File: src/hw/rtl/slc_pkg.sv
package slc_pkg;

    // cache geometry
    localparam int SETS    = 64;
    localparam int WAYS    = 4;
    localparam int IDX_W   = $clog2(SETS);
    localparam int WAY_W   = $clog2(WAYS);
    localparam int FILL_W  = $clog2(WAYS + 1);

    // address split
    localparam int ADDR_W  = 32;
    localparam int TAG_W   = ADDR_W - IDX_W;
    localparam int OFF_W   = 4;
    localparam int SH_W    = $clog2((1 << OFF_W) + IDX_W);
    localparam logic [OFF_W-1:0] OFF_RESET = OFF_W'(6);

    // request queue between front and back
    localparam int Q_DEPTH = 2;
    localparam int Q_PTR_W = $clog2(Q_DEPTH);
    localparam int Q_CNT_W = $clog2(Q_DEPTH + 1);

    // one classified lookup
    typedef struct packed {
        logic [TAG_W-1:0] tag;
        logic [IDX_W-1:0] set;
    } t_req;

    // per-set replacement state: fill count and ways ordered lru to mru
    typedef struct packed {
        logic [FILL_W-1:0]           fill;
        logic [WAYS-1:0][WAY_W-1:0]  order;
    } t_meta;

endpackage

File: src/hw/rtl/slc_if.sv
interface slc_addr_if;
    logic                        valid;
    logic                        ready;
    logic [slc_pkg::ADDR_W-1:0]  address;

    modport source (output valid, output address, input ready);
    modport sink   (input valid, input address, output ready);
endinterface


File: src/hw/rtl/slc_front.sv
module slc_front (
    input  logic                        i_clk,
    input  logic                        i_rst_n,
    input  logic                        i_cfg_we,
    input  logic [slc_pkg::OFF_W-1:0]   i_cfg_data,
    slc_addr_if.sink                    i_addr,
    output logic                        o_q_valid,
    input  logic                        i_q_ready,
    output slc_pkg::t_req               o_q_req
);

    logic [slc_pkg::OFF_W-1:0]    r_off;
    slc_pkg::t_req                r_q [slc_pkg::Q_DEPTH];
    logic [slc_pkg::Q_PTR_W-1:0]  r_wr_ptr, n_wr_ptr;
    logic [slc_pkg::Q_PTR_W-1:0]  r_rd_ptr, n_rd_ptr;
    logic [slc_pkg::Q_CNT_W-1:0]  r_cnt, n_cnt;
    logic [slc_pkg::SH_W-1:0]     sh;
    slc_pkg::t_req                split;
    logic                         push, pop;

    // offset register
    always_ff @(posedge i_clk) begin
        if (!i_rst_n) begin
            r_off <= slc_pkg::OFF_RESET;
        end else if (i_cfg_we) begin
            r_off <= i_cfg_data;
        end
    end

    // split address into set index and tag
    always_comb begin
        sh        = slc_pkg::SH_W'(r_off) + slc_pkg::SH_W'(slc_pkg::IDX_W);
        split.set = slc_pkg::IDX_W'(i_addr.address >> r_off);
        split.tag = slc_pkg::TAG_W'(i_addr.address >> sh);
    end

    // queue handshake
    assign i_addr.ready = (r_cnt != slc_pkg::Q_CNT_W'(slc_pkg::Q_DEPTH));
    assign push         = i_addr.valid && i_addr.ready;
    assign o_q_valid    = (r_cnt != '0);
    assign pop          = o_q_valid && i_q_ready;
    assign o_q_req      = r_q[r_rd_ptr];

    // pointer and count update
    always_comb begin
        n_wr_ptr = r_wr_ptr;
        n_rd_ptr = r_rd_ptr;
        n_cnt    = r_cnt;
        if (push) begin
            n_wr_ptr = (r_wr_ptr == slc_pkg::Q_PTR_W'(slc_pkg::Q_DEPTH - 1)) ?
                       '0 : r_wr_ptr + 1'b1;
        end
        if (pop) begin
            n_rd_ptr = (r_rd_ptr == slc_pkg::Q_PTR_W'(slc_pkg::Q_DEPTH - 1)) ?
                       '0 : r_rd_ptr + 1'b1;
        end
        if (push && !pop) begin
            n_cnt = r_cnt + 1'b1;
        end else if (pop && !push) begin
            n_cnt = r_cnt - 1'b1;
        end
    end

    always_ff @(posedge i_clk) begin
        if (!i_rst_n) begin
            r_wr_ptr <= '0;
            r_rd_ptr <= '0;
            r_cnt    <= '0;
        end else begin
            r_wr_ptr <= n_wr_ptr;
            r_rd_ptr <= n_rd_ptr;
            r_cnt    <= n_cnt;
        end
    end

    // queue storage
    always_ff @(posedge i_clk) begin
        if (push) begin
            r_q[r_wr_ptr] <= split;
        end
    end

endmodule

File: src/flat_wrapper.sv
// flat-port wrapper written by rule: the top's interface ports become plain ports
module slc_front_flat 
  (i_clk, i_rst_n, i_cfg_we, i_cfg_data, o_q_valid, i_q_ready, o_q_req, i_addr_valid, i_addr_address, i_addr_ready);
  slc_addr_if i_addr_i ();
  input  logic i_clk;
  input  logic i_rst_n;
  input  logic i_cfg_we;
  input  logic [slc_pkg::OFF_W-1:0] i_cfg_data;
  output logic o_q_valid;
  input  logic i_q_ready;
  output slc_pkg::t_req o_q_req;
  input wire logic [$bits(i_addr_i.valid)-1:0] i_addr_valid;
  input wire logic [$bits(i_addr_i.address)-1:0] i_addr_address;
  output wire logic [$bits(i_addr_i.ready)-1:0] i_addr_ready;
  assign i_addr_i.valid = i_addr_valid;
  assign i_addr_i.address = i_addr_address;
  assign i_addr_ready = i_addr_i.ready;
  slc_front u_core (.i_clk(i_clk), .i_rst_n(i_rst_n), .i_cfg_we(i_cfg_we), .i_cfg_data(i_cfg_data), .i_addr(i_addr_i), .o_q_valid(o_q_valid), .i_q_ready(i_q_ready), .o_q_req(o_q_req));
endmodule
File: config.mk
export PLATFORM = sky130hd
export DESIGN_NAME = slc_front_flat
export DESIGN_NICKNAME = d
export VERILOG_FILES = /design/src/hw/rtl/slc_pkg.sv /design/src/hw/rtl/slc_if.sv /design/src/hw/rtl/slc_front.sv /design/src/flat_wrapper.sv
export SDC_FILE = /design/constraint.sdc
export NUM_CORES = 1
export LEC_CHECK = 0
export BUFFER_PORTS_ARGS = -buffer_cell sky130_fd_sc_hd__buf_2
export CAP_MARGIN = 20
export CORE_MARGIN = 2
export CORE_UTILIZATION = 56
export CTS_CLUSTER_SIZE = 14
export DETAILED_ROUTE_END_ITERATION = 10
export PLACE_DENSITY = 0.79
export SKIP_LAST_GASP = 1
export SYNTH_ARGS = -nofsm -noshare
export SYNTH_HDL_FRONTEND = slang
export SYNTH_SLANG_ARGS = --single-unit
File: constraint.sdc
create_clock -name i_clk -period 2.95 [get_ports i_clk]
set_clock_uncertainty 0.2 [all_clocks]
set_input_delay 0.4425 -clock i_clk [delete_from_list [all_inputs] [get_ports i_clk]]
set_output_delay 0.4425 -clock i_clk [all_outputs]
set_load 0.02 [all_outputs]
### Word level (Yosys, flattened, before mapping)

Memory sizes are Yosys's and may differ from the RTL's. A register that Yosys moved wholly into a read port is not among the register bits.
Index checks and enable logic that the tools add are counted.

* register bits after elaboration: 8
* memory bits (writable): 64
* input port bits: 41
* output and inout bits: 34
* logic and storage cells: 29
* memories: 1

* add/subtract/negate cells: 5
* equal/unequal tests: 1
* shifts and indexed selects: 2
* mux-type cells: 8
* reductions and logical operators: 8

Memory list
* u_core.r_q: words 2, bits a word 32, rd ports 1, clocked after Yosys merged registers in 1, wr ports 1, RTL line slc_front.sv:13 `slc_pkg::t_req r_q [slc_pkg::Q_DEPTH];`

Operators with widths (count)
* $shr 32x4->6: 1
* $shr 32x5->26: 1
* $mux 1: 6
* $add 4x3->5 const B: 1
* $logic_and 1x1->1: 4
* $mux 2: 2
* $reduce_bool 2->1: 2
* $add 1x1->1 const B: 2
* $add 2x1->2 const B: 1
* $logic_not 1->1: 2
* $ne 2x2->1 const B: 1
* $sub 2x1->2 const B: 1

### Longest topological paths before layout

Gate-level depths: netlist of the first run.

* word-level depth: 6
* mapped depth: 7

### Least setup slack after synthesis of the first run

No wires, ideal clock.

* kind: reg-to-reg
* start point: reg u_core.r_cnt[0] (netlist bit)
* end point: mem u_core.r_q[0][0] (netlist bit), enable pin
* arrival time: 2.139 ns
* required time: 2.329 ns
* slack: 0.190 ns
* stages on the path, launching flop included: 4
* period minus slack after synthesis: 2.760 ns
* path through: dfxtp_1 nand2b_1 nand2_1 nor2_1

* word-level cells in the longest chain between the ends: 4

Ends and longest elaborated chain
* start, declared: RTL line slc_front.sv:16 `logic [slc_pkg::Q_CNT_W-1:0] r_cnt, n_cnt;`
* start signal, assigned: RTL line slc_front.sv:72 `r_cnt <= n_cnt;`
* $ne 2x2->1: RTL line slc_front.sv:38 `assign i_addr.ready = (r_cnt != slc_pkg::Q_CNT_W'(slc_pkg::Q_DEPTH));`
* net i_addr_ready: RTL line flat_wrapper.sv:14 `output wire logic [$bits(i_addr_i.ready)-1:0] i_addr_ready;`
* $logic_and 1x1->1: RTL line slc_front.sv:39 `assign push = i_addr.valid && i_addr.ready;`
* $mux 1: RTL line slc_front.sv:78 `if (push) begin`
* $mux 1 (implied by the code): RTL line slc_front.sv:79 `r_q[r_wr_ptr] <= split;`
* end, declared: RTL line slc_front.sv:13

The timed path passes the listed nets, and every way through them passes these cells.

==> results of run 1 <==
[where the power goes]
| part | total [uW] | switching, uW | internal, uW |
|---|---|---|---|
| Clock | 764 | 370 | 393 |
| Sequential | 1430 | 68.3 | 1360 |
| Combinational | 1170 | 687 | 480 |
[per-stage QoR]
step | util, % | worst slack (ns) | power (uW)
3_5_place_dp | 65.01 | 0.4555 | 2617
2_1_floorplan | - | 0.1903 | 2277
4_1_cts | 67.85 | 0.4180 | 3384
6_report | 67.85 | 0.4053 | 3357
5_1_grt | 67.85 | 0.2944 | 3517
3_3_place_gp | 65.01 | 0.5329 | 2583
[cell families after synthesis]
family,Yosys count
flip-flops,73
buffers and inverters,26
AO/OA/AOI/OAI,49
XOR/XNOR,4
multiplexers,95
AND/OR/NAND/NOR,68
adder cells (fa/ha/maj),1
[sequential cells by signal (all words and copies together) (netlist names), named ones only]
name,cells
u_core.r_off,4
u_core.r_cnt,2
u_core.r_rd_ptr,1
u_core.r_wr_ptr,1
u_core.r_q,64
[layout make-up]
| cell class | instances | share of cell area, % |
|---|---|---|
| multi-input cells | 217 | 38.20 |
| well taps | 96 | 2.577 |
| clock inverters | 6 | 1.450 |
| repair buffers | 83 | 9.664 |
| inverters | 3 | 0.2416 |
| clock buffers | 10 | 2.738 |
| flip-flops and latches | 73 | 45.13 |
[placed cells by master (no fill, tap or decap), types with 2 or more instances in the layout]
cell type    n
mux2i_1     51
or3_1        2
mux2_4       2
mux4_2       2
clkinvlp_4   2
nor3_1       4
nand2b_1     4
a21oi_1      7
a31oi_1      2
xnor2_1      3
o22ai_1      3
nor2b_1      5
o211ai_1     5
a22oi_1     19
inv_1        3
nand2_1     30
nand3_1      2
and3_1       3
buf_4        8
mux4_1       2
buf_2       74
o221ai_1     3
nor2_1       9
mux2_2      38
o21ai_0      3
dfxtp_1      8
and2_1       6
clkbuf_8     9
edfxtp_1    64
[worst register-to-register path, cell delays in order, from the launching register on]
cell and delay (ns):
dfxtp_2 0.95, mux2i_1 0.35, mux2_4 0.35, mux2_4 0.27
o221ai_1 0.24
[worst max path at each step]
stage	from	end	slack [ns]
3_5_place_dp	u_core.r_off[0]	u_core.r_q[0][16]	0.46
4_1_cts	u_core.r_off[0]	u_core.r_q[0][16]	0.42
6_report	u_core.r_off[0]	u_core.r_q[1][16]	0.41
5_1_grt	u_core.r_off[0]	u_core.r_q[1][16]	0.29
2_1_floorplan	u_core.r_cnt[0]	u_core.r_q[0][0]	0.19
3_3_place_gp	u_core.r_off[0]	u_core.r_q[1][0]	0.53
[layer usage]
metal,wire [um],up-vias,part of all wire (%)
met3,692,15,7.8
met1,4011,1327,45
met4,153,0,1.7
li1,-,1349,-
met2,4020,143,45
met5,0,-,0
==> key figures, run 1 <==
Critical path
  – CP Data Arrival Time: 2.50 ns
  – Crit Path Category: flop to flop
  – CP Buf/Inv Count: 0
  – CP cell instances: mux2i_1 -> mux2_4 -> mux2_4 -> o221ai_1
  – Crit path largest cell delay: 0.95 ns
  – CP Data Required Time: 2.90 ns
  – WP depth: 4
  – CP endpoint kind: flop
  – CP top delay family: multiplexers
  – Critical Path Most Common Cell: mux2_4
  – Setup slack, reg-to-reg: 0.41 ns
  – CP startpoint kind: flop
  – R2R Path End: u_core.r_q[1][16]
  – Worst Reg-to-Reg Cells: 4
  – Slowest CP cell: dfxtp_2
  – Reg-to-reg startpoint: u_core.r_off[0]
  – CP max FO: 36

Power and ir drop
  – Power per cell area: 720.2 nW/um^2
  – Leak: 0.001838 uW
  – VDD IR max: 0.5408 mV

Logic synthesis
  – Simple-Gate Fraction of Synth Area: 7.888%
  – Largest family of logic cells by synthesized area: multiplexers
  – Syn nets: 358
  – #FFs+latches synth: 73
  – Async set-reset flop share out of synthesis: 0%
  – Cell taking the most area after synthesis: edfxtp_1
  – Share of the synthesized area in the top cell type: 47.70%
  – Post-synthesis compound-gate area fraction: 8.602%
  – Netlist cell types: 42
  – Multiplexer area fraction after synthesis: 26.46%
  – Most common cell in the synthesized netlist: edfxtp_1
  – Share of synthesized cell area in full adder, half adder and majority cells: 0.3106%
  – Synth top area cells: edfxtp_1 (48%), mux2i_1 (13%), mux2_2 (11%)
  – Synth Flop Type: edfxtp_1
  – Post-synth top cells: edfxtp_1 (64), mux2i_1 (51), mux2_2 (38)
  – Syn Inst Count: 316
  – Sequential element share of the synthesized area: 52.17%
  – Yosys warning total: 0
  – Syn Area/Cell: 12.75 sq um
  – Post-Syn Area: 4029 sq um
  – XOR/XNOR share of the synthesized area: 0.8696%
  – Post-synth EDFFs: 64

Timing
  – Count of final setup violators: 0
  – Slew @ Worst Pin: 0.9345 ns
  – Final hold violation count: 0
  – Final Critical Period: 2.545 ns
  – Max Freq: 393.0 MHz
  – Max Slew Vio Count: 0
  – Final hold slack: 0.1159 ns
  – Slew headroom: 37.70%
  – RSZ-0062 raised after global routing: false
  – Final Cycle Share: 86.26%
  – Total Neg Setup Slack: 0 ns

GRT
  – Total track usage: 23.45%
  – Met2 GRT Util: 34.46%
  – Grt ovf: 0
  – GR peak layer: met2
  – Met3 usage: 7.463%
  – Largest net degree at the start of global routing: 37
  – Initial antenna violation count: 0
  – M1 GR Usage: 32.80%
  – Vias in the first global route: 2691
  – First-pass GRT wire length: 13.54 mm

Clock network
  – CTS Buf Count: 9
  – CTS tree: yes
  – Clk Latency, worst-skew pair: 0.34 ns
  – Root buffer cell: clkbuf_8
  – H-tree depth: 3
  – CTS Hold Bufs: 0
  – PostCTS Resize Cnt: 0
  – Post-CTS Setup Inserts: 0
  – Sink Count: 73
  – Worst-path clk slew: 0.07 ns
  – Maximum clock path buffer count: 2

Drt
  – Initial DRC Count: 223
  – Final wirelength: 8.878 mm
  – Via count: 2834
  – Drt wl/cell: 18.19 um
  – First-pass detailed-route iteration total: 4
  – DRC: 0
  – Post-route ant nets: 0
  – Vias per cell: 5.807

Floorplanning
  – Die Height: 88.82 um
  – Core Footprint: 6869 sq um
  – # IOs: 75
  – Die Wd: 88.82 um
  – Starting Density: 58.65%
  – Die Area: 7889 sq um
  – Site row count: 30

Finish
  – Diodes inserted: 0
  – Final net count: 429
  – Fin cells: 488
  – Share of post-route cells with drive strength above 1: 36.48%
  – Area Overhead vs Synth: 15.68%
  – Cell area after layout: 4661 sq um
  – Sequential cell area: 2103 sq um
  – Multi-input gate area: 1780 sq um
  – # fillers: 524

Placed design
  – Buffers on Ports: 74
  – Detailed Place HPWL: 6.306 mm
  – Gpl congestion: 0.9294
  – DP Area: 4466 sq um
  – Placed cells: 472

Worst hold path
  – Hold Path End: u_core.r_off[2]
  – Hold depth: 3
  – Min-Delay Startpoint: i_cfg_data[2]
  – Hold/Removal Path Class: input pin to flop

Status
  – Status: completed

Flow run
  – MaxCap Viol Count: 0
(Power assumes the default switching activity.)
==> inputs of run 2 (changes only) <==
CORE_UTILIZATION = 40   (was 56)
PLACE_DENSITY = 0.6   (was 0.79)
==> key figures, run 2 (same netlist as run 1, synthesis figures left out) <==
Power and ir drop
  – Switching power: 1133 uW (was 1126 uW)
  – Switching share of power: 32.92% (was 33.54%)
  – VDD IR max: 0.3688 mV (was 0.5408 mV)
  – Clock power share: 24.5% (was 22.8%)
  – Power per cell area: 728.7 nW/um^2 (was 720.2 nW/um^2)
  – Combinational power share: 34.2% (was 34.8%)
  – Int Pwr: 2310 uW (was 2231 uW)
  – Leak: 0.001857 uW (was 0.001838 uW)
  – Tot Pwr: 3443 uW (was 3357 uW)
  – Sequential power share: 41.3% (was 42.5%)

Flow run
  – MaxCap Viol Count: 0 (unchanged)

Timing
  – Final hold violation count: 0 (unchanged)
  – Count of final setup violators: 0 (unchanged)
  – Final Cycle Share: 85.75% (was 86.26%)
  – Total Neg Setup Slack: 0 ns (unchanged)
  – Max Slew Vio Count: 0 (unchanged)
  – Slew headroom: 37.04% (was 37.70%)
  – Final WS setup: 0.4205 ns (was 0.4053 ns)
  – Final Critical Period: 2.530 ns (was 2.545 ns)
  – RSZ-0062 raised after global routing: false (unchanged)
  – Slew @ Worst Pin: 0.9444 ns (was 0.9345 ns)
  – Max Freq: 395.3 MHz (was 393.0 MHz)

Placed design
  – Post-place setup slack: 0.4379 ns (was 0.4555 ns)
  – Detailed Place HPWL: 6.852 mm (was 6.306 mm)
  – Gpl congestion: 0.8689 (was 0.9294)
  – Buffers on Ports: 74 (unchanged)

Critical path
  – Crit path largest cell delay: 0.95 ns (about the same)
  – CP cell instances: mux2i_1 -> mux2i_1 -> mux2i_1 -> a221oi_1 (was mux2i_1 -> mux2_4 -> mux2_4 -> o221ai_1)
  – Critical Path Most Common Cell: mux2i_1 (was mux2_4)
  – CP startpoint kind: flop (unchanged)
  – CP Data Arrival Time: 2.46 ns (was 2.50 ns)
  – CP max FO: 35 (was 36)
  – CP endpoint kind: flop (unchanged)
  – Slowest CP cell: dfxtp_2 (unchanged)
  – Worst Reg-to-Reg Cells: 4 (unchanged)
  – R2R Path End: u_core.r_q[0][14] (was u_core.r_q[1][16])
  – Reg-to-reg startpoint: u_core.r_off[0] (unchanged)
  – Setup slack, reg-to-reg: 0.42 ns (was 0.41 ns)
  – Critical Path End: u_core.r_q[0][14] (was u_core.r_q[1][16])
  – CP Data Required Time: 2.88 ns (was 2.90 ns)
  – Setup crit start: u_core.r_off[0] (unchanged)
  – Crit Path Category: flop to flop (unchanged)

Clock network
  – Sink Count: 73 (unchanged)
  – Clk Latency, worst-skew pair: 0.35 ns (was 0.34 ns)
  – Root buffer cell: clkbuf_8 (unchanged)
  – H-tree depth: 3 (unchanged)
  – Post-CTS Setup Inserts: 0 (unchanged)
  – CTS tree: yes (unchanged)
  – CTS Buf Count: 9 (unchanged)
  – Worst-path clk slew: 0.07 ns (about the same)
  – PostCTS Resize Cnt: 0 (unchanged)
  – Maximum clock path buffer count: 2 (unchanged)
  – CTS Hold Bufs: 0 (unchanged)

Drt
  – Initial DRC Count: 174 (was 223)
  – Drt wl/cell: 18.14 um (was 18.19 um)
  – Via count: 2783 (was 2834)
  – First-pass detailed-route iteration total: 5 (was 4)
  – Final wirelength: 9.559 mm (was 8.878 mm)
  – Vias per cell: 5.281 (was 5.807)
  – DRC: 0 (unchanged)
  – Post-route ant nets: 0 (unchanged)

Finish
  – Max reg flops: 64 (unchanged)
  – Most frequent cells in the layout: buf_2 (74), edfxtp_1 (64), mux2i_1 (51) (unchanged)
  – # fillers: 919 (was 524)
  – Diodes inserted: 0 (unchanged)
  – Commonest non-fill, non-tap cell in the layout: buf_2 (unchanged)
  – Largest regs: u_core.r_q (64), u_core.r_off (4), u_core.r_cnt (2) (unchanged)
  – Area Overhead vs Synth: 17.27% (was 15.68%)
  – Share of post-route cells with drive strength above 1: 36.55% (was 36.48%)
  – Most flop-heavy register: u_core.r_q (unchanged)
  – Final net count: 431 (was 429)

Status
  – Status: completed (unchanged)

GRT
  – Vias in the first global route: 2862 (was 2691)
  – First-pass GRT wire length: 15.20 mm (was 13.54 mm)
  – Grt ovf: 0 (unchanged)
  – Largest net degree at the start of global routing: 36 (was 37)
  – Initial antenna violation count: 0 (unchanged)
  – Total track usage: 18.11% (was 23.45%)

Floorplanning
  – # IOs: 75 (unchanged)
  – Die Height: 104.4 um (was 88.82 um)
  – Die Area: 10890 sq um (was 7889 sq um)
  – Die Wd: 104.4 um (was 88.82 um)
  – Starting Density: 41.22% (was 58.65%)
  – Core Footprint: 9774 sq um (was 6869 sq um)
  – Site row count: 36 (was 30)

Worst hold path
  – Hold/Removal Path Class: input pin to flop (unchanged)
  – Min-Delay Startpoint: i_cfg_data[2] (unchanged)
## run 2: area by class of cell
class                      count  area, sq um  share of cell area [%]
inverter                       3        11.26                  0.2383
tap                          133        166.4                   3.522
multi-input combinational    217         1780                   37.69
timing repair buffer          85        452.9                   9.587
clock inverter                 6        82.58                   1.748
sequential                    73         2103                   44.52
clock buffer                  10        127.6                   2.701
## run 2: through the flow
step                      cells  utilization, %  hold WS [ns]  area [sq um]
after global placement      511           46.19        0.2870          4514
after global routing        527           48.34        0.1064          4725
after detailed placement    511           46.19        0.3065          4514
after CTS                   527           48.34        0.1002          4725
after floorplan             316               -        0.2728          4029
final                       527           48.34        0.1158          4725
## run 2: worst min-delay path by stage
stage	cells past startpoint	end	slack (ns)
4_1_cts	3	u_core.r_off[2]	0.10
5_1_grt	3	u_core.r_off[2]	0.11
2_1_floorplan	2	u_core.r_cnt[1]	0.27
3_3_place_gp	2	u_core.r_cnt[1]	0.29
3_5_place_dp	2	u_core.r_cnt[1]	0.31
6_report	3	u_core.r_off[2]	0.12
## run 2: power by group through the flow
stage               Clock, uW  Combinational [uW]  Sequential [uW]
global placement            0                1180             1440
global route              909                1280             1440
detailed placement          0                1190             1450
floorplan                   0                 858             1420
finish                    844                1180             1420
CTS                       865                1200             1420
## run 2: worst max-delay path, delay by kind of cell, from the launching register on
kind / cells / cell delay, ns
flops: 1 / 0.95
mux: 3 / 0.80
compound gates: 1 / 0.36
## run 2: layer usage
metal  routed length [um]  vias to the layer above  GRT usage (%)
li1                     -                     1351              -
met1                 4557                     1337          25.18
met2                 4360                       86          27.31
met3                  499                        9          4.887
met4                  142                        0          6.178
met5                    0                        -              0
==> inputs of run 3 (changes only) <==
GPL_TIMING_DRIVEN = 0   (was not set)
==> key figures, run 3 (same netlist as run 1, synthesis figures left out) <==
Status
  – Status: completed (unchanged)

GRT
  – Vias in the first global route: 2835 (was 2862)
  – Largest net degree at the start of global routing: 33 (was 36)
  – First-pass GRT wire length: 15.33 mm (was 15.20 mm)
  – Initial antenna violation count: 0 (unchanged)
  – Total track usage: 18.46% (was 18.11%)
  – Grt ovf: 0 (unchanged)

Critical path
  – Reg-to-reg startpoint: u_core.r_off[0] (unchanged)
  – CP max FO: 10 (was 35)
  – CP Data Required Time: 2.31 ns (was 2.88 ns)
  – CP Data Arrival Time: 1.99 ns (was 2.46 ns)
  – CP startpoint kind: flop (unchanged)
  – CP endpoint kind: output pin (was flop)
  – Worst Reg-to-Reg Cells: 6 (was 4)
  – Crit Path Category: flop to output pin (was flop to flop)
  – R2R Path End: u_core.r_q[1][19] (was u_core.r_q[0][14])
  – Setup slack, reg-to-reg: 0.75 ns (was 0.42 ns)

Worst hold path
  – Hold Path End: u_core.r_off[1] (was u_core.r_off[2])
  – Hold depth: 3 (unchanged)
  – Hold/Removal Path Class: input pin to flop (unchanged)
  – Min-Delay Startpoint: i_cfg_data[1] (was i_cfg_data[2])

Floorplanning
  – Starting Density: 41.22% (unchanged)
  – # IOs: 75 (unchanged)
  – Die Area: 10890 sq um (unchanged)
  – Site row count: 36 (unchanged)
  – Die Height: 104.4 um (unchanged)
  – Core Footprint: 9774 sq um (unchanged)
  – Die Wd: 104.4 um (unchanged)

Finish
  – Share of post-route cells with drive strength above 1: 35.47% (was 36.55%)
  – # fillers: 914 (was 919)
  – Cell area after layout: 4798 sq um (was 4725 sq um)
  – Diodes inserted: 0 (unchanged)
  – Largest regs: u_core.r_q (64), u_core.r_off (4), u_core.r_cnt (2) (unchanged)
  – Max reg flops: 64 (unchanged)
  – Finished Core Util: 49.09% (was 48.34%)
  – Commonest non-fill, non-tap cell in the layout: buf_2 (unchanged)
  – Area Overhead vs Synth: 19.10% (was 17.27%)
  – Most frequent cells in the layout: buf_2 (80), edfxtp_1 (64), mux2i_1 (51) (was buf_2 (74), edfxtp_1 (64), mux2i_1 (51))
  – Most flop-heavy register: u_core.r_q (unchanged)
  – Final net count: 443 (was 431)

Drt
  – Drt wl/cell: 18.00 um (was 18.14 um)
  – Final wirelength: 9.701 mm (was 9.559 mm)
  – DRC: 0 (unchanged)
  – Initial DRC Count: 227 (was 174)
  – First-pass detailed-route iteration total: 5 (unchanged)
  – Vias per cell: 5.390 (was 5.281)
  – Post-route ant nets: 0 (unchanged)
  – Via count: 2905 (was 2783)

Power and ir drop
  – Power per cell area: 722.6 nW/um^2 (was 728.7 nW/um^2)
  – Tot Pwr: 3467 uW (was 3443 uW)
  – VDD IR max: 0.3610 mV (was 0.3688 mV)
  – Leak: 0.001880 uW (was 0.001857 uW)

Placed design
  – DP Area: 4589 sq um (was 4514 sq um)
  – Gpl congestion: 0.9771 (was 0.8689)
  – Detailed Place HPWL: 7.100 mm (was 6.852 mm)
  – Buffers on Ports: 73 (was 74)

Timing
  – Max Freq: 379.6 MHz (was 395.3 MHz)
  – RSZ-0062 raised after global routing: false (unchanged)
  – Final Cycle Share: 89.29% (was 85.75%)
  – Max Slew Vio Count: 0 (unchanged)
  – Slew headroom: 45.61% (was 37.04%)
  – Total Neg Setup Slack: 0 ns (unchanged)
  – Count of final setup violators: 0 (unchanged)
  – Final hold slack: 0.09448 ns (was 0.1158 ns)
  – Final Critical Period: 2.634 ns (was 2.530 ns)
  – Final hold violation count: 0 (unchanged)
  – Slew @ Worst Pin: 0.8159 ns (was 0.9444 ns)

Clock network
  – PostCTS Resize Cnt: 0 (unchanged)
  – Root buffer cell: clkbuf_8 (unchanged)
  – Clk Latency, worst-skew pair: 0.36 ns (was 0.35 ns)
  – CTS tree: yes (unchanged)
  – CTS Buf Count: 9 (unchanged)
  – Worst-path clk slew: 0.08 ns (was 0.07 ns)
  – Maximum clock path buffer count: 2 (unchanged)
  – Sink Count: 73 (unchanged)
  – H-tree depth: 3 (unchanged)
  – Post-CTS Setup Inserts: 0 (unchanged)
  – CTS Hold Bufs: 0 (unchanged)

Flow run
  – MaxCap Viol Count: 0 (unchanged)
run 3: metal layers:
layer | wire length (um) | vias to the layer above | GRT usage [%] | part of all wire, %
li1 | - | 1384 | - | -
met1 | 4475 | 1388 | 25.86 | 46
met2 | 4309 | 120 | 26.84 | 44
met3 | 714 | 13 | 4.511 | 7.4
met4 | 203 | 0 | 8.591 | 2.1
met5 | 0 | - | 0 | 0
run 3: layout make-up:
| cell class | count | area (sq um) | share of cell area, % |
|---|---|---|---|
| Multi-Input combinational cell | 217 | 1787 | 37.24 |
| Clock buffer | 9 | 123.9 | 2.581 |
| Inverter | 3 | 11.26 | 0.2347 |
| Tap cell | 133 | 166.4 | 3.468 |
| Buffer | 23 | 137.6 | 2.868 |
| Clock inverter | 7 | 85.08 | 1.773 |
| Timing Repair Buffer | 74 | 385.4 | 8.031 |
| Sequential cell | 73 | 2102 | 43.81 |
run 3: where the power goes:
part           internal (uW)  leakage [uW]  switching, uW  total [uW]
combinational            497       0.00110            718        1220
clock                    467      0.000106            375         842
sequential              1360      0.000676           52.9        1410
run 3: worst max path at each step:
stage                     from               end  slack, ns  cells past startpoint
2_1_floorplan  u_core.r_cnt[0]  u_core.r_q[0][0]       0.19                      3
3_5_place_dp              flop       o_q_req[21]       0.67                      4
6_report                  flop       o_q_req[29]       0.32                      4
4_1_cts                   flop       o_q_req[21]       0.24                      4
3_3_place_gp   u_core.r_cnt[0]  u_core.r_q[0][1]      -0.42                      3
5_1_grt                   flop       o_q_req[21]       0.16                      4
run 3: worst max-delay path: stages (launching register included):
cell      delay, ns
dfxtp_1        0.34
clkbuf_1       0.24
buf_1          0.48
mux2_2         0.40
buf_2          0.16
run 3: per-stage QoR:
stage,cells,setup slack [ns]
6_report,539,0.3158
5_1_grt,539,0.1636
4_1_cts,539,0.2402
3_5_place_dp,523,0.6674
3_3_place_gp,522,-0.4169
2_1_floorplan,316,0.1903
